===== src/adc_battery_voltage_monitor_assert.svh =====
// ----------------------------------------------------------------------------
// battery monitor assertion macros
// concurrent checks that compile away when SYNTH is defined
// ----------------------------------------------------------------------------
`ifndef ADC_BATTERY_VOLTAGE_MONITOR_ASSERT_SVH
`define ADC_BATTERY_VOLTAGE_MONITOR_ASSERT_SVH
`ifndef SYNTH
// property holds on every clock outside reset
`define ABVM_ASSERT(lbl, clk, rst_n, prop, msg) \
	lbl: assert property (@(posedge clk) disable iff (!rst_n) (prop)) else $error(msg);
// consequent holds in the cycle after the antecedent
`define ABVM_ASSERT_NEXT(lbl, clk, rst_n, ante, cons, msg) \
	lbl: assert property (@(posedge clk) disable iff (!rst_n) (ante) |=> (cons)) else $error(msg);
`else
`define ABVM_ASSERT(lbl, clk, rst_n, prop, msg)
`define ABVM_ASSERT_NEXT(lbl, clk, rst_n, ante, cons, msg)
`endif
`endif


===== src/abvm_pkg.sv =====
// ----------------------------------------------------------------------------
// battery monitor package
// shared widths, register indexes, reset values, sequencer states
// ----------------------------------------------------------------------------
package abvm_pkg;

	localparam int DIV_NUM_W = 48;
	localparam int DIV_DEN_W = 32;
	localparam int DIV_Q_W   = 16;
	localparam int DIV_CNT_W = 5;

	localparam int MV_W    = 16;
	localparam int GAIN_W  = 24;
	localparam int MUL_A_W = 17;
	localparam int MUL_P_W = MUL_A_W + GAIN_W;
	localparam int T_W     = 18;
	localparam int TOTAL_W = 48;
	localparam int COUNT_W = 32;

	localparam int APB_AW    = 5;
	localparam int APB_DW    = 32;
	localparam int REG_IDX_W = 3;

	localparam logic [REG_IDX_W-1:0] REG_RUNNING    = 3'd0;
	localparam logic [REG_IDX_W-1:0] REG_FULL_SCALE = 3'd1;
	localparam logic [REG_IDX_W-1:0] REG_OFFSET     = 3'd2;
	localparam logic [REG_IDX_W-1:0] REG_GAIN       = 3'd3;
	localparam logic [REG_IDX_W-1:0] REG_THRESHOLD  = 3'd4;

	localparam logic OP_STORE   = 1'b0;
	localparam logic OP_MEASURE = 1'b1;

	localparam logic [MV_W-1:0]   FULL_SCALE_RST = 16'd6600;
	localparam logic [MV_W-1:0]   MV_MAX         = 16'hFFFF;
	localparam logic [GAIN_W-1:0] GAIN_RST       = 24'd65536;
	localparam logic [MV_W:0]     REARM_MV       = 17'd500;

	typedef enum logic [3:0] {
		ST_IDLE,
		ST_SWEEP,
		ST_DIV_AVG,
		ST_MUL_MV,
		ST_DIV_MV,
		ST_MUL_GAIN,
		ST_UPDATE,
		ST_STAT_GO,
		ST_DIV_STAT
	} state_t;

	typedef struct packed {
		logic store;
		logic zero_res;
		logic sweep_go;
		logic rd_issue;
		logic div_start;
		logic ld_avg;
		logic ld_mv;
		logic ld_prod;
		logic update;
		logic ld_res;
	} ctl_t;

endpackage


===== src/abvm_ram.sv =====
// ----------------------------------------------------------------------------
// generic ram
// one write port, one read port with registered read data
// ----------------------------------------------------------------------------
module abvm_ram #(
	parameter int WIDTH = 12,
	parameter int DEPTH = 16
) (
	input  logic                     clk,
	input  logic                     we,
	input  logic [$clog2(DEPTH)-1:0] waddr,
	input  logic [WIDTH-1:0]         wdata,
	input  logic                     re,
	input  logic [$clog2(DEPTH)-1:0] raddr,
	output logic [WIDTH-1:0]         rdata
);

	logic [WIDTH-1:0] mem [DEPTH];

	always_ff @(posedge clk) begin
		if (we) begin
			mem[waddr] <= wdata;
		end
		if (re) begin
			rdata <= mem[raddr];
		end
	end

endmodule


===== src/abvm_div.sv =====
// ----------------------------------------------------------------------------
// shared restoring divider
// one quotient bit per cycle, sixteen steps; quotient must fit sixteen bits
// ----------------------------------------------------------------------------
`include "adc_battery_voltage_monitor_assert.svh"

module abvm_div import abvm_pkg::*; (
	input  logic                 clk,
	input  logic                 arst_n,
	input  logic                 start,
	input  logic [DIV_NUM_W-1:0] numer,
	input  logic [DIV_DEN_W-1:0] denom,
	output logic [DIV_Q_W-1:0]   quot,
	output logic                 done
);

	logic [DIV_DEN_W-1:0] rem_q;
	logic [DIV_DEN_W-1:0] den_q;
	logic [DIV_Q_W-1:0]   quo_q;
	logic [DIV_CNT_W-1:0] cnt_q;
	logic                 busy_q;
	logic                 done_q;
	logic [DIV_DEN_W:0]   rem_sh;
	logic [DIV_DEN_W:0]   rem_sub;
	logic                 ge;

	assign rem_sh  = {rem_q, quo_q[DIV_Q_W-1]};
	assign rem_sub = rem_sh - {1'b0, den_q};
	assign ge      = rem_sh >= {1'b0, den_q};

	always_ff @(posedge clk or negedge arst_n) begin
		if (!arst_n) begin
			busy_q <= 1'b0;
			done_q <= 1'b0;
			cnt_q  <= '0;
		end else begin
			done_q <= 1'b0;
			if (start) begin
				busy_q <= 1'b1;
				cnt_q  <= DIV_CNT_W'(DIV_Q_W);
			end else if (busy_q) begin
				cnt_q <= cnt_q - DIV_CNT_W'(1);
				if (cnt_q == DIV_CNT_W'(1)) begin
					busy_q <= 1'b0;
					done_q <= 1'b1;
				end
			end
		end
	end

	// high part preloads the remainder; low part shifts into it as quotient bits shift in
	always_ff @(posedge clk) begin
		if (start) begin
			rem_q <= numer[DIV_NUM_W-1:DIV_Q_W];
			quo_q <= numer[DIV_Q_W-1:0];
			den_q <= denom;
		end else if (busy_q) begin
			rem_q <= ge ? rem_sub[DIV_DEN_W-1:0] : rem_sh[DIV_DEN_W-1:0];
			quo_q <= {quo_q[DIV_Q_W-2:0], ge};
		end
	end

	assign quot = quo_q;
	assign done = done_q;

	`ABVM_ASSERT(a_div_no_restart, clk, arst_n, !(start && busy_q), "divider restarted while busy")
	`ABVM_ASSERT(a_div_rem_bound, clk, arst_n, !busy_q || (rem_q < den_q), "partial remainder not below divisor")
	`ABVM_ASSERT(a_div_cnt_live, clk, arst_n, !busy_q || (cnt_q != '0), "divider busy with no steps left")

endmodule


===== src/adc_battery_voltage_monitor.sv =====
// ----------------------------------------------------------------------------
// battery voltage monitor: sample ring, calibrated average, stats and alarm
// store beat: written to the ring on accept. measure beat while running: one ring
// read per cycle on the ram port, then three 16-step divider passes (all-zero result when stopped).
// one measure in flight; a new measure waits until the result beat is taken.
// reset: config to defaults, ring empty (reads as zero), stats and alarm cleared
// ----------------------------------------------------------------------------
`include "adc_battery_voltage_monitor_assert.svh"

module adc_battery_voltage_monitor import abvm_pkg::*; #(
	parameter int WINDOW_DEPTH = 16,
	parameter int SAMPLE_BITS  = 12
) (
	input  logic                   clk,
	input  logic                   arst_n,
	input  logic                   item_valid,
	output logic                   item_stall,
	input  logic                   op,
	input  logic [SAMPLE_BITS-1:0] raw_sample,
	output logic                   result_valid,
	input  logic                   result_stall,
	output logic                   valid_res,
	output logic [MV_W-1:0]        voltage_mv,
	output logic                   alarm,
	output logic                   healthy,
	output logic [SAMPLE_BITS-1:0] latest_raw,
	output logic [MV_W-1:0]        min_mv,
	output logic [MV_W-1:0]        max_mv,
	output logic [MV_W-1:0]        avg_mv,
	output logic                   stats_valid,
	input  logic                   psel,
	input  logic                   penable,
	input  logic                   pwrite,
	input  logic [APB_AW-1:0]      paddr,
	input  logic [APB_DW-1:0]      pwdata,
	output logic [APB_DW-1:0]      prdata,
	output logic                   pready
);

	localparam int IDX_W  = $clog2(WINDOW_DEPTH);
	localparam int FILL_W = $clog2(WINDOW_DEPTH + 1);
	localparam int SUM_W  = SAMPLE_BITS + IDX_W;
	localparam logic [IDX_W-1:0]     LAST_IDX  = IDX_W'(WINDOW_DEPTH - 1);
	localparam logic [FILL_W-1:0]    FILL_FULL = FILL_W'(WINDOW_DEPTH);
	localparam logic [DIV_DEN_W-1:0] DEPTH_DEN = DIV_DEN_W'(WINDOW_DEPTH);
	localparam logic [DIV_DEN_W-1:0] CODE_MAX  = DIV_DEN_W'((1 << SAMPLE_BITS) - 1);

	// configuration
	logic                 run_q;
	logic [MV_W-1:0]      fs_q;
	logic [MV_W-1:0]      off_q;
	logic [GAIN_W-1:0]    gain_q;
	logic [MV_W-1:0]      thr_q;
	logic                 cfg_wr;
	logic [REG_IDX_W-1:0] cfg_idx;

	// sequencer
	state_t state_q;
	state_t state_nxt;
	ctl_t   ctl;
	logic   item_acc;
	logic   res_acc;

	// ring
	logic [IDX_W-1:0]       wp_q;
	logic [FILL_W-1:0]      fill_q;
	logic [SAMPLE_BITS-1:0] latest_q;
	logic [IDX_W-1:0]       idx_q;
	logic                   issuing_q;
	logic                   rd_vld_s1;
	logic [IDX_W-1:0]       rd_idx_s1;
	logic                   rd_last_s1;
	logic [SAMPLE_BITS-1:0] ram_rdata;
	logic [SAMPLE_BITS-1:0] samp_val;
	logic [SUM_W-1:0]       sum_q;
	logic [SUM_W-1:0]       sum_nxt;
	logic [SAMPLE_BITS-1:0] ref_q;
	logic                   hlt_q;

	// calibration datapath
	logic [SAMPLE_BITS-1:0] avg_q;
	logic signed [T_W-1:0]  t_q;
	logic                   t_pos;
	logic [MUL_A_W-1:0]     mul_a;
	logic [GAIN_W-1:0]      mul_b;
	logic [MUL_P_W-1:0]     mul_p;
	logic [MUL_P_W-1:0]     prod_q;
	logic [MV_W-1:0]        v;
	logic [MV_W-1:0]        v_q;
	logic                   alm_nxt;
	logic                   alm_out_q;

	// statistics
	logic               alm_latched_q;
	logic [MV_W-1:0]    min_q;
	logic [MV_W-1:0]    max_q;
	logic [TOTAL_W-1:0] total_q;
	logic [COUNT_W-1:0] count_q;

	// divider
	logic [DIV_NUM_W-1:0] div_numer;
	logic [DIV_DEN_W-1:0] div_denom;
	logic [DIV_Q_W-1:0]   div_quot;
	logic                 div_done;

	// result register
	logic                   res_vld_q;
	logic                   r_valid_q;
	logic [MV_W-1:0]        r_volt_q;
	logic                   r_alarm_q;
	logic                   r_healthy_q;
	logic [SAMPLE_BITS-1:0] r_latest_q;
	logic [MV_W-1:0]        r_min_q;
	logic [MV_W-1:0]        r_max_q;
	logic [MV_W-1:0]        r_avg_q;
	logic                   r_stats_q;

	// ------------------------------------------------------------------ apb

	assign pready  = 1'b1;
	assign cfg_wr  = psel && penable && pwrite && pready;
	assign cfg_idx = paddr[APB_AW-1:2];

	always_ff @(posedge clk or negedge arst_n) begin
		if (!arst_n) begin
			run_q  <= 1'b0;
			fs_q   <= FULL_SCALE_RST;
			off_q  <= '0;
			gain_q <= GAIN_RST;
			thr_q  <= '0;
		end else if (cfg_wr) begin
			case (cfg_idx)
				REG_RUNNING:    run_q  <= pwdata[0];
				REG_FULL_SCALE: fs_q   <= pwdata[MV_W-1:0];
				REG_OFFSET:     off_q  <= pwdata[MV_W-1:0];
				REG_GAIN:       gain_q <= pwdata[GAIN_W-1:0];
				REG_THRESHOLD:  thr_q  <= pwdata[MV_W-1:0];
				default: ;
			endcase
		end
	end

	always_comb begin
		case (cfg_idx)
			REG_RUNNING:    prdata = APB_DW'(run_q);
			REG_FULL_SCALE: prdata = APB_DW'(fs_q);
			REG_OFFSET:     prdata = APB_DW'(off_q);
			REG_GAIN:       prdata = APB_DW'(gain_q);
			REG_THRESHOLD:  prdata = APB_DW'(thr_q);
			default:        prdata = '0;
		endcase
	end

	// ------------------------------------------------------------ sequencer

	assign item_stall = (state_q != ST_IDLE) || (res_vld_q && op == OP_MEASURE);
	assign item_acc   = item_valid && !item_stall;
	assign res_acc    = result_valid && !result_stall;
	assign rd_last_s1 = rd_vld_s1 && (rd_idx_s1 == LAST_IDX);

	always_ff @(posedge clk or negedge arst_n) begin
		if (!arst_n) begin
			state_q <= ST_IDLE;
		end else begin
			state_q <= state_nxt;
		end
	end

	always_comb begin
		state_nxt = state_q;
		case (state_q)
			ST_IDLE: begin
				if (item_acc && op == OP_MEASURE && run_q) begin
					state_nxt = ST_SWEEP;
				end
			end
			ST_SWEEP: begin
				if (rd_last_s1) begin
					state_nxt = ST_DIV_AVG;
				end
			end
			ST_DIV_AVG: begin
				if (div_done) begin
					state_nxt = ST_MUL_MV;
				end
			end
			ST_MUL_MV:   state_nxt = ST_DIV_MV;
			ST_DIV_MV: begin
				if (div_done) begin
					state_nxt = ST_MUL_GAIN;
				end
			end
			ST_MUL_GAIN: state_nxt = ST_UPDATE;
			ST_UPDATE:   state_nxt = ST_STAT_GO;
			ST_STAT_GO:  state_nxt = ST_DIV_STAT;
			ST_DIV_STAT: begin
				if (div_done) begin
					state_nxt = ST_IDLE;
				end
			end
			default:     state_nxt = ST_IDLE;
		endcase
	end

	always_comb begin
		ctl = '0;
		case (state_q)
			ST_IDLE: begin
				ctl.store    = item_acc && op == OP_STORE;
				ctl.zero_res = item_acc && op == OP_MEASURE && !run_q;
				ctl.sweep_go = item_acc && op == OP_MEASURE && run_q;
			end
			ST_SWEEP: begin
				ctl.rd_issue  = issuing_q;
				ctl.div_start = rd_last_s1;
			end
			ST_DIV_AVG:  ctl.ld_avg    = div_done;
			ST_MUL_MV:   ctl.div_start = 1'b1;
			ST_DIV_MV:   ctl.ld_mv     = div_done;
			ST_MUL_GAIN: ctl.ld_prod   = 1'b1;
			ST_UPDATE:   ctl.update    = 1'b1;
			ST_STAT_GO:  ctl.div_start = 1'b1;
			ST_DIV_STAT: ctl.ld_res    = div_done;
			default: ;
		endcase
	end

	// ----------------------------------------------------------------- ring

	always_ff @(posedge clk or negedge arst_n) begin
		if (!arst_n) begin
			wp_q     <= '0;
			fill_q   <= '0;
			latest_q <= '0;
		end else if (ctl.store) begin
			wp_q     <= (wp_q == LAST_IDX) ? '0 : wp_q + IDX_W'(1);
			latest_q <= raw_sample;
			if (fill_q != FILL_FULL) begin
				fill_q <= fill_q + FILL_W'(1);
			end
		end
	end

	abvm_ram #(
		.WIDTH (SAMPLE_BITS),
		.DEPTH (WINDOW_DEPTH)
	) u_ring (
		.clk   (clk),
		.we    (ctl.store),
		.waddr (wp_q),
		.wdata (raw_sample),
		.re    (ctl.rd_issue),
		.raddr (idx_q),
		.rdata (ram_rdata)
	);

	always_ff @(posedge clk or negedge arst_n) begin
		if (!arst_n) begin
			idx_q     <= '0;
			issuing_q <= 1'b0;
			rd_vld_s1 <= 1'b0;
		end else begin
			rd_vld_s1 <= ctl.rd_issue;
			if (ctl.sweep_go) begin
				idx_q     <= '0;
				issuing_q <= 1'b1;
			end else if (ctl.rd_issue) begin
				if (idx_q == LAST_IDX) begin
					issuing_q <= 1'b0;
				end else begin
					idx_q <= idx_q + IDX_W'(1);
				end
			end
		end
	end

	// entries never written since reset read as zero
	assign samp_val = (FILL_W'(rd_idx_s1) < fill_q) ? ram_rdata : '0;
	assign sum_nxt  = sum_q + SUM_W'(samp_val);

	always_ff @(posedge clk) begin
		rd_idx_s1 <= idx_q;
		if (rd_vld_s1) begin
			if (rd_idx_s1 == '0) begin
				sum_q <= SUM_W'(samp_val);
				ref_q <= samp_val;
				hlt_q <= 1'b0;
			end else begin
				sum_q <= sum_nxt;
				if (samp_val != ref_q) begin
					hlt_q <= 1'b1;
				end
			end
		end
	end

	// ----------------------------------------------------- shared arithmetic

	always_comb begin
		case (state_q)
			ST_SWEEP: begin
				div_numer = DIV_NUM_W'(sum_nxt);
				div_denom = DEPTH_DEN;
			end
			ST_MUL_MV: begin
				div_numer = DIV_NUM_W'(mul_p);
				div_denom = CODE_MAX;
			end
			default: begin
				div_numer = total_q;
				div_denom = count_q;
			end
		endcase
	end

	abvm_div u_div (
		.clk    (clk),
		.arst_n (arst_n),
		.start  (ctl.div_start),
		.numer  (div_numer),
		.denom  (div_denom),
		.quot   (div_quot),
		.done   (div_done)
	);

	assign t_pos = !t_q[T_W-1] && (t_q != '0);

	always_comb begin
		if (state_q == ST_MUL_GAIN) begin
			mul_a = t_pos ? t_q[MUL_A_W-1:0] : '0;
			mul_b = gain_q;
		end else begin
			mul_a = MUL_A_W'(avg_q);
			mul_b = GAIN_W'(fs_q);
		end
	end

	assign mul_p = {{GAIN_W{1'b0}}, mul_a} * {{MUL_A_W{1'b0}}, mul_b};

	// drop the q16 fraction, saturate to 16 bits
	assign v = (|prod_q[MUL_P_W-1:2*MV_W]) ? MV_MAX : prod_q[2*MV_W-1:MV_W];

	assign alm_nxt = (thr_q != '0) && (v < thr_q) && !alm_latched_q;

	always_ff @(posedge clk) begin
		if (ctl.ld_avg) begin
			avg_q <= div_quot[SAMPLE_BITS-1:0];
		end
		if (ctl.ld_mv) begin
			t_q <= $signed({2'b00, div_quot}) + $signed({{2{off_q[MV_W-1]}}, off_q});
		end
		if (ctl.ld_prod) begin
			prod_q <= mul_p;
		end
		if (ctl.update) begin
			v_q       <= v;
			alm_out_q <= alm_nxt;
		end
	end

	// ----------------------------------------------------------- statistics

	always_ff @(posedge clk or negedge arst_n) begin
		if (!arst_n) begin
			alm_latched_q <= 1'b0;
			min_q         <= MV_MAX;
			max_q         <= '0;
			total_q       <= '0;
			count_q       <= '0;
		end else if (cfg_wr && cfg_idx == REG_THRESHOLD) begin
			alm_latched_q <= 1'b0;
		end else if (ctl.update) begin
			if (v < min_q) begin
				min_q <= v;
			end
			if (v > max_q) begin
				max_q <= v;
			end
			// sum and count freeze once the count saturates
			if (count_q != '1) begin
				total_q <= total_q + TOTAL_W'(v);
				count_q <= count_q + COUNT_W'(1);
			end
			if (thr_q != '0) begin
				if (alm_nxt) begin
					alm_latched_q <= 1'b1;
				end else if ({1'b0, v} >= ({1'b0, thr_q} + REARM_MV)) begin
					alm_latched_q <= 1'b0;
				end
			end
		end
	end

	// --------------------------------------------------------------- result

	always_ff @(posedge clk or negedge arst_n) begin
		if (!arst_n) begin
			res_vld_q <= 1'b0;
		end else if (ctl.ld_res || ctl.zero_res) begin
			res_vld_q <= 1'b1;
		end else if (res_acc) begin
			res_vld_q <= 1'b0;
		end
	end

	always_ff @(posedge clk) begin
		if (ctl.ld_res) begin
			r_valid_q   <= 1'b1;
			r_volt_q    <= v_q;
			r_alarm_q   <= alm_out_q;
			r_healthy_q <= hlt_q;
			r_latest_q  <= latest_q;
			r_min_q     <= min_q;
			r_max_q     <= max_q;
			r_avg_q     <= div_quot;
			r_stats_q   <= 1'b1;
		end else if (ctl.zero_res) begin
			r_valid_q   <= 1'b0;
			r_volt_q    <= '0;
			r_alarm_q   <= 1'b0;
			r_healthy_q <= 1'b0;
			r_latest_q  <= '0;
			r_min_q     <= '0;
			r_max_q     <= '0;
			r_avg_q     <= '0;
			r_stats_q   <= 1'b0;
		end
	end

	assign result_valid = res_vld_q;
	assign valid_res    = r_valid_q;
	assign voltage_mv   = r_volt_q;
	assign alarm        = r_alarm_q;
	assign healthy      = r_healthy_q;
	assign latest_raw   = r_latest_q;
	assign min_mv       = r_min_q;
	assign max_mv       = r_max_q;
	assign avg_mv       = r_avg_q;
	assign stats_valid  = r_stats_q;

	`ABVM_ASSERT(a_fill_bound, clk, arst_n, fill_q <= FILL_FULL, "ring fill count past depth")
	`ABVM_ASSERT(a_min_le_max, clk, arst_n, (count_q == '0) || (min_q <= max_q), "min above max after a measure")
	`ABVM_ASSERT_NEXT(a_alarm_latches, clk, arst_n, ctl.update && alm_nxt, alm_latched_q, "alarm fired without latching")
	`ABVM_ASSERT(a_no_overwrite, clk, arst_n, !((ctl.ld_res || ctl.zero_res) && res_vld_q), "result loaded over a pending beat")

endmodule


===== config.mk =====
export PLATFORM = sky130hd
export DESIGN_NAME = adc_battery_voltage_monitor
export DESIGN_NICKNAME = d
export VERILOG_FILES = /design/src/abvm_pkg.sv /design/src/abvm_ram.sv /design/src/abvm_div.sv /design/src/adc_battery_voltage_monitor.sv
export VERILOG_INCLUDE_DIRS = /design/src /design/src/src
export SDC_FILE = /design/constraint.sdc
export NUM_CORES = 2
export LEC_CHECK = 0
export BUFFER_PORTS_ARGS = -buffer_cell sky130_fd_sc_hd__buf_2
export CAP_MARGIN = 20
export CORE_MARGIN = 1.5
export CORE_UTILIZATION = 55
export CTS_CLUSTER_SIZE = 25
export DETAILED_ROUTE_END_ITERATION = 10
export HOLD_SLACK_MARGIN = 0.1
export PLACE_DENSITY = 0.72
export SYNTH_ARGS = -nofsm -noshare
export SYNTH_HDL_FRONTEND = slang
export SYNTH_HIERARCHICAL = 1
export SYNTH_SLANG_ARGS = --single-unit

===== constraint.sdc =====
create_clock -name clk -period 11.8 [get_ports clk]
set_input_delay 1.18 -clock clk [delete_from_list [all_inputs] [get_ports clk]]
set_output_delay 1.18 -clock clk [all_outputs]
set_load 0.01 [all_outputs]

==> Word-level counts from Yosys, hierarchy flattened <==
Memories as Yosys holds them, arrays and structs flattened. A register that Yosys moved wholly into a read port is not among the register bits.
Cells that the tools add are included.
{ "op_classes": {"add_sub_neg": 10, "n_mul": 1, "n_lt_le_gt_ge": 6, "eq_ne": 25, "muxes": 63, "bitwise": 2, "n_reduce_logical": 53} }
{ "ops": {"columns": ["op", "count"], "rows": [
  ["2-to-1 mux 16 bit", 8],
  ["case mux 24 bit (5 select lines)", 1],
  ["2-to-1 mux 32 bit", 3],
  ["case mux 48 bit (2 select lines)", 1],
  ["case mux 32 bit (2 select lines)", 1],
  ["adder 48 x 16 -> 48 bit", 1],
  ["2-to-1 mux 12 bit", 4],
  ["multiplier 17 x 24 -> 41 bit", 1],
  ["2-to-1 mux 4 bit", 9],
  ["case mux 4 bit (9 select lines)", 1],
  ["2-to-1 mux 17 bit", 2],
  ["greater-or-equal comparator 33 x 32 -> 1 bit", 1],
  ["adder 32 x 1 -> 32 bit, second input constant", 1],
  ["< comparator 16 bit", 2],
  ["!= test 32 bit, second input constant", 1],
  ["subtractor 32 bit", 1],
  ["2-to-1 mux 1 bit", 28],
  ["2-to-1 mux 24 bit", 1],
  ["AND reduction 2 bit", 10],
  ["adder 17 x 16 -> 18 bit", 1],
  ["nonzero test 18 bit", 1],
  ["adder 16 x 9 -> 17 bit, second input constant", 1],
  ["greater-or-equal comparator 16 x 17 -> 1 bit", 1],
  ["adder 16 x 12 -> 16 bit", 1],
  ["34 further kinds", 78]
]} }
{ "word_totals": {"ff_bits": 505, "ramBits": 192, "out_inout_bits": 115, "mem_count": 1} }
{ "memory_table": {"columns": ["memory", "depth", "width", "rd", "rd_clocked_by_memory_dff", "wr", "line_no", "rtl"], "rows": [
  ["u_ring.mem", 16, 12, 1, 1, 1, "abvm_ram.sv:18", "logic [WIDTH-1:0] mem [DEPTH];"]
]} }

==> Longest topological paths before layout <==
{ "depth": {"word_depth": 9, "depth_mapped": 36, "mapped_depth_nobuf": 32} }

==> Hierarchy <==
Netlist, hierarchy kept.
{ "by_module_without_submodules": {"columns": ["module", "n_inst", "cells_per_inst", "area_per_inst_um2"], "rows": [
  ["adc_battery_voltage_monitor", 1, 3438, 34149.0],
  ["abvm_ram", 1, 329, 7719.9],
  ["abvm_div", 1, 547, 5686.7]
]} }

==> Worst setup path before layout <==
OpenSTA, ideal clock, no wires.
{ "synth_timing": {"path_type": "register to register", "start": "register state_q[3]", "end": "register u_div.rem_q[24] (data pin)", "arrival_time_ns": 7.960, "t_required_ns": 11.532, "setup_slack_ns": 3.572, "stages_incl_launch_ff": 33, "synth_period_minus_slack_ns": 8.228, "cell_sequence": "dfrtp_1 > buf_2 > nand2b_2 > or2_2 > clkbuf_1 > inv_2 > buf_2 > buf_2 > nand2_1 > nand2_1 > nand2_1 > fa_1 > inv_1 > fa_1 > fa_1 > fa_1 > fa_1 > inv_1 > fa_1 > inv_1 > ha_1 > clkdlybuf4s15_2 > nand3_1 > or2_1 > a2111oi_4 > nor2_1 > o41ai_2 > a41oi_1 > mux2i_1 > o21ai_0 > and2_1 > a41oi_1 > o21ai_0"} }
{ "synth_via": {"elab_chain_len": 5, "elab_cells_between_ends": 11, "cone_classes": "mul (1); eq/ne (4); mux (5); reduce/logical (1)"} }
{ "synth_lines": {"columns": ["element", "line_no", "rtl"], "rows": [
  ["start: declaration", "adc_battery_voltage_monitor.sv:58", "state_t state_q;"],
  ["start signal: assignment", "adc_battery_voltage_monitor.sv:165", "state_q <= state_nxt;"],
  ["== test 4 x 3 -> 1 bit", "adc_battery_voltage_monitor.sv:329", "if (state_q == ST_MUL_GAIN) begin"],
  ["2-to-1 mux 17 bit or 2-to-1 mux 24 bit (tied branches)", "adc_battery_voltage_monitor.sv:329", null],
  ["multiplier 17 x 24 -> 41 bit", "adc_battery_voltage_monitor.sv:338", "assign mul_p = {{GAIN_W{1'b0}}, mul_a} * {{MUL_A_W{1'b0}}, mul_b};"],
  ["case mux 48 bit (2 select lines) *", "adc_battery_voltage_monitor.sv:300", "case (state_q)"],
  ["via div_numer[40]", "adc_battery_voltage_monitor.sv:101", "logic [DIV_NUM_W-1:0] div_numer;"],
  ["2-to-1 mux 32 bit *", "abvm_div.sv:53", "if (start) begin"],
  ["end signal: assignment", "abvm_div.sv:54", "rem_q <= numer[DIV_NUM_W-1:DIV_Q_W];"],
  ["end signal: assignment", "abvm_div.sv:58", "rem_q <= ge ? rem_sub[DIV_DEN_W-1:0] : rem_sh[DIV_DEN_W-1:0];"],
  ["end: declaration", "abvm_div.sv:17", "logic [DIV_DEN_W-1:0] rem_q;"]
]} }
Mark *: on every way through the listed nets, which the timed path passes. The rest lies on a longest branch.
A chain may end at the register's enable or synchronous reset.

==> Worst setup path in the final report <==
{ "layout_timing": {"start": "register state_q[1]", "end": "register u_div.rem_q[24] (data pin)"} }
The elaborated chain is that of the path after synthesis.

==> flow_metrics.env <==
export IMPL_status="finished, final reports clean"
export IMPL_reg2reg_to="u_div/rem_q[24]$_DFFE_PP_"
export IMPL_post_place_ws_ns=2.16
export IMPL_wl_um=120000
export IMPL_switchingPower_mw=2.82
export IMPL_cts_sinks=693
export IMPL_htreeDepth=3
export IMPL_powerDensity_nw_per_um2=153
export IMPL_r2r_start="state_q[1]$_DFFE_PN0P_"
export IMPL_rr_worst_depth=30
export IMPL_detail_route_first_pass_iterations=6
export IMPL_syn_to_final_growth_pct=8.95
export IMPL_track_usage_pct=27.7
export IMPL_clk_latency_ns=0.67
export IMPL_tightest_slew_ns=1.08
export IMPL_die_h_um=297
export IMPL_worstPathMaxFanout=16
export IMPL_fp_coreArea_um2=85400
export IMPL_dp_hpwl_um=89800
export IMPL_fmax_mhz=102
export IMPL_drv_cap=0
export IMPL_rsz0062_at_grt="false"
export IMPL_drive_above_1_share_pct=13.1
export IMPL_crit_path_start="state_q[1]$_DFFE_PN0P_"
export IMPL_core_rowCount=107
export IMPL_arrival_ns=10.15
export IMPL_synth_async_sr_flop_share_pct=32.5
export IMPL_cts_resized=0
export IMPL_grt_pass1_vias=33000
export IMPL_ys_types=117
export IMPL_grt_max_degree=96
export IMPL_synth_cells=4314
export IMPL_ctsRootBufferMaster="clkbuf_16"
export IMPL_overflow=0
export IMPL_p_seq_share_pct=37.1
export IMPL_drc=0
export IMPL_path_class="register to register"
export IMPL_ios=172
export IMPL_finalNonFillerCells=5624
export IMPL_crit_slowest_cell="nor3_2"
export IMPL_final_setup_skew_ns=0.0629
export IMPL_finalSetupViolCount=0
export IMPL_r2r_setup_slack_ns=2.03
export IMPL_cp_required_ns=12.18
export IMPL_cpPeakStageDelay_ns=0.70
export IMPL_p_comb_share_pct=33.4
export IMPL_cts_setup_buffers=0
export IMPL_synth_edff_count=463
export IMPL_endpoint="u_div/rem_q[24]$_DFFE_PP_"
export IMPL_syn_area_per_cell_um2=11.0
export IMPL_relSlewSlack_pct=26.1
export IMPL_placedCellCount=5481
export IMPL_sw_frac_of_total_pct=35.5
export IMPL_die_area_um2=88200
export IMPL_holdCritPathClass="register to register"
export IMPL_cts_tree="built"
export IMPL_vias=32600
export IMPL_worst_setup_path_start_kind="register"
export IMPL_grt_first_pass_wirelength_um=190000
export IMPL_wl_per_cell_um=21.3
export IMPL_path_common_cell="fa_1"
export IMPL_drtIter0Drc=2515
export IMPL_worstSetupEndpointType="register"
export IMPL_ys_ff_latch=693
export IMPL_finalCritPeriodShare_pct=82.8
export IMPL_antenna_found_initial=1
export IMPL_gp_congestion=0.969
export IMPL_cts_buffers=76
export IMPL_routed_via_density=5.79
export IMPL_start_util_pct=55.7
export IMPL_irDropWorstVdd_uv=144
export IMPL_hold_buffers=0
export IMPL_clk_pin_slew_worst_paths_ns=0.06
export IMPL_synth_ff_type="edfxtp_1"
export IMPL_fin_tns_setup_ns=0
export IMPL_numPortBuffers=152
export IMPL_hold_violations=0
export IMPL_dpl_cell_area_um2=49400
export IMPL_p_clk_share_pct=29.5
export IMPL_num_antenna_cells=0
export IMPL_drtAntennaViolNets=0
export IMPL_syn_area_um2=47600
export IMPL_nets=5072
export IMPL_die_w_um=297
export IMPL_synth_seq_area_share_pct=41.3
export IMPL_power_leakage_nw=23.1
export IMPL_min_period_ns=9.77
export IMPL_ys_warn_count=6
export IMPL_finalWorstSetupSlack_ns=2.03
export IMPL_fin_area_um2=51800
export IMPL_p_int_mw=5.11
export IMPL_cts_path_max_buffers=3
export IMPL_slew_viol_final=0
[logic make-up after synthesis]
family                   share of synthesized area (%)
buffers and inverters                             6.16
AND/OR/NAND/NOR                                   12.7
adder cells (fa/ha/maj)                           21.0
AO/OA/AOI/OAI                                     9.16
other                                           0.0158
XOR/XNOR                                          3.53
multiplexers                                      6.07
flip-flops                                        41.3
[worst max-delay path, delay by kind of cell, from the launching register on]
family | cells | cell delay, ns
flip-flops | 1 | 0.62
adder cells (fa/ha/maj) | 7 | 3.63
buffers and inverters | 5 | 0.30
AO/OA/AOI/OAI | 9 | 2.15
multiplexers | 1 | 0.21
AND/OR/NAND/NOR | 8 | 2.58
[power by group through the flow]
stage	Clock (mW)	Sequential, mW	Combinational (mW)
6_report	2.34	2.94	2.65
5_1_grt	2.47	2.96	2.97
4_1_cts	2.38	2.94	2.62
3_5_place_dp	0	2.98	2.58
3_3_place_gp	0	2.98	2.55
2_1_floorplan	0	2.89	1.94
[layout make-up]
class	count	area, um2
clock buffers	98	2030
clock inverters	43	422
fillers	6973	33600
inverters	535	2010
multi-input cells	2901	25100
flip-flops and latches	693	19700
well taps	1144	1430
repair buffers	210	1210
[synthesized netlist by cell type (16+ instances only)]
master      n  area (um2)
or2_2      21         131
buf_2      41         205
mux2_2    111        1250
o22ai_1    23         144
dfstp_2    23         604
inv_1     532        2000
nor3_1     50         250
and2_1    146         913
o21bai_1   20         150
a22o_1     21         184
nor2b_1    16         100
xnor2_1   132        1160
ha_1      265        3320
clkbuf_1  112         420
a22oi_1    53         398
xor2_1     58         508
a31oi_1    25         156
mux2i_1    35         350
mux4_2     33         743
dfrtp_1   202        5050
nand2b_1   34         213
a21oi_1   124         621
edfxtp_1  463       13900
buf_4      16         120
fa_1      333        6670
a21o_1     65         488
nor4_1     16         100
and3_1     79         494
nor2_1    286        1070
nand2_1   481        1810
nand3_1    70         350
nand4_1    41         257
o21a_1     25         188
o21ai_0   124         621
[state kept, by name (all words and copies together), names as in the netlist, 18 cells and up]
| register | flops |
|---|---|
| u_div/den_q | 32 |
| count_q | 32 |
| prod_q | 25 |
| total_q | 48 |
| u_div/rem_q | 32 |
| t_q | 18 |
| gain_q | 24 |
| u_ring/mem | 192 |
[metrics by stage]
stage               hold slack (ns)  total power, mW  util [%]
finish                        0.475             7.93      60.7
global route                  0.499             8.40      60.7
CTS                           0.476             7.93      60.6
detailed placement            0.467             5.56      57.8
global placement              0.458             5.53      57.8
floorplan                     0.434             4.83         -
[cells in the final DEF (no fill, tap or decap), types with 23 or more instances in the layout]
cell       count
fa_1         333
dfrtp_1      200
a31oi_1       25
nor2_1       284
nand3_1       70
mux4_2        33
and2_1       146
xor2_1        58
o21a_1        25
o22ai_1       23
nand4_1       41
edfxtp_1     463
nand2b_1      34
ha_1         265
nand2_1      481
buf_4         58
xnor2_1      132
nor3_1        49
mux2i_1       35
o21ai_0      124
buf_2        151
inv_1        532
and3_1        79
a22oi_1       53
a21o_1        65
dfstp_2       23
a21oi_1      124
mux2_2       111
clkbuf_16     77
[per-layer routing]
metal,GRT usage (%),share of wire (%),vias to the layer above
met5,0,0,-
met4,10.7,3.9,0
met3,4.08,7.1,242
met2,45.6,48,1256
met1,37.3,41,16100
li1,-,-,15000
[worst min-delay path by stage]
| stage | to | cells after the start | slack, ns | start |
|---|---|---|---|---|
| finish | total_q[47]$_DFFE_PN0P_ | 1 | 0.48 | total_q[47]$_DFFE_PN0P_ |
| global route | total_q[41]$_DFFE_PN0P_ | 1 | 0.50 | total_q[41]$_DFFE_PN0P_ |
| CTS | stats_valid$_SDFFE_PP1P_ | 2 | 0.48 | stats_valid$_SDFFE_PP1P_ |
| detailed placement | total_q[47]$_DFFE_PN0P_ | 1 | 0.47 | total_q[47]$_DFFE_PN0P_ |
| global placement | total_q[47]$_DFFE_PN0P_ | 1 | 0.46 | total_q[47]$_DFFE_PN0P_ |
| floorplan | total_q[47]$_DFFE_PN0P_ | 1 | 0.43 | total_q[47]$_DFFE_PN0P_ |
Note: power is estimated with default switching activity, not from simulation.
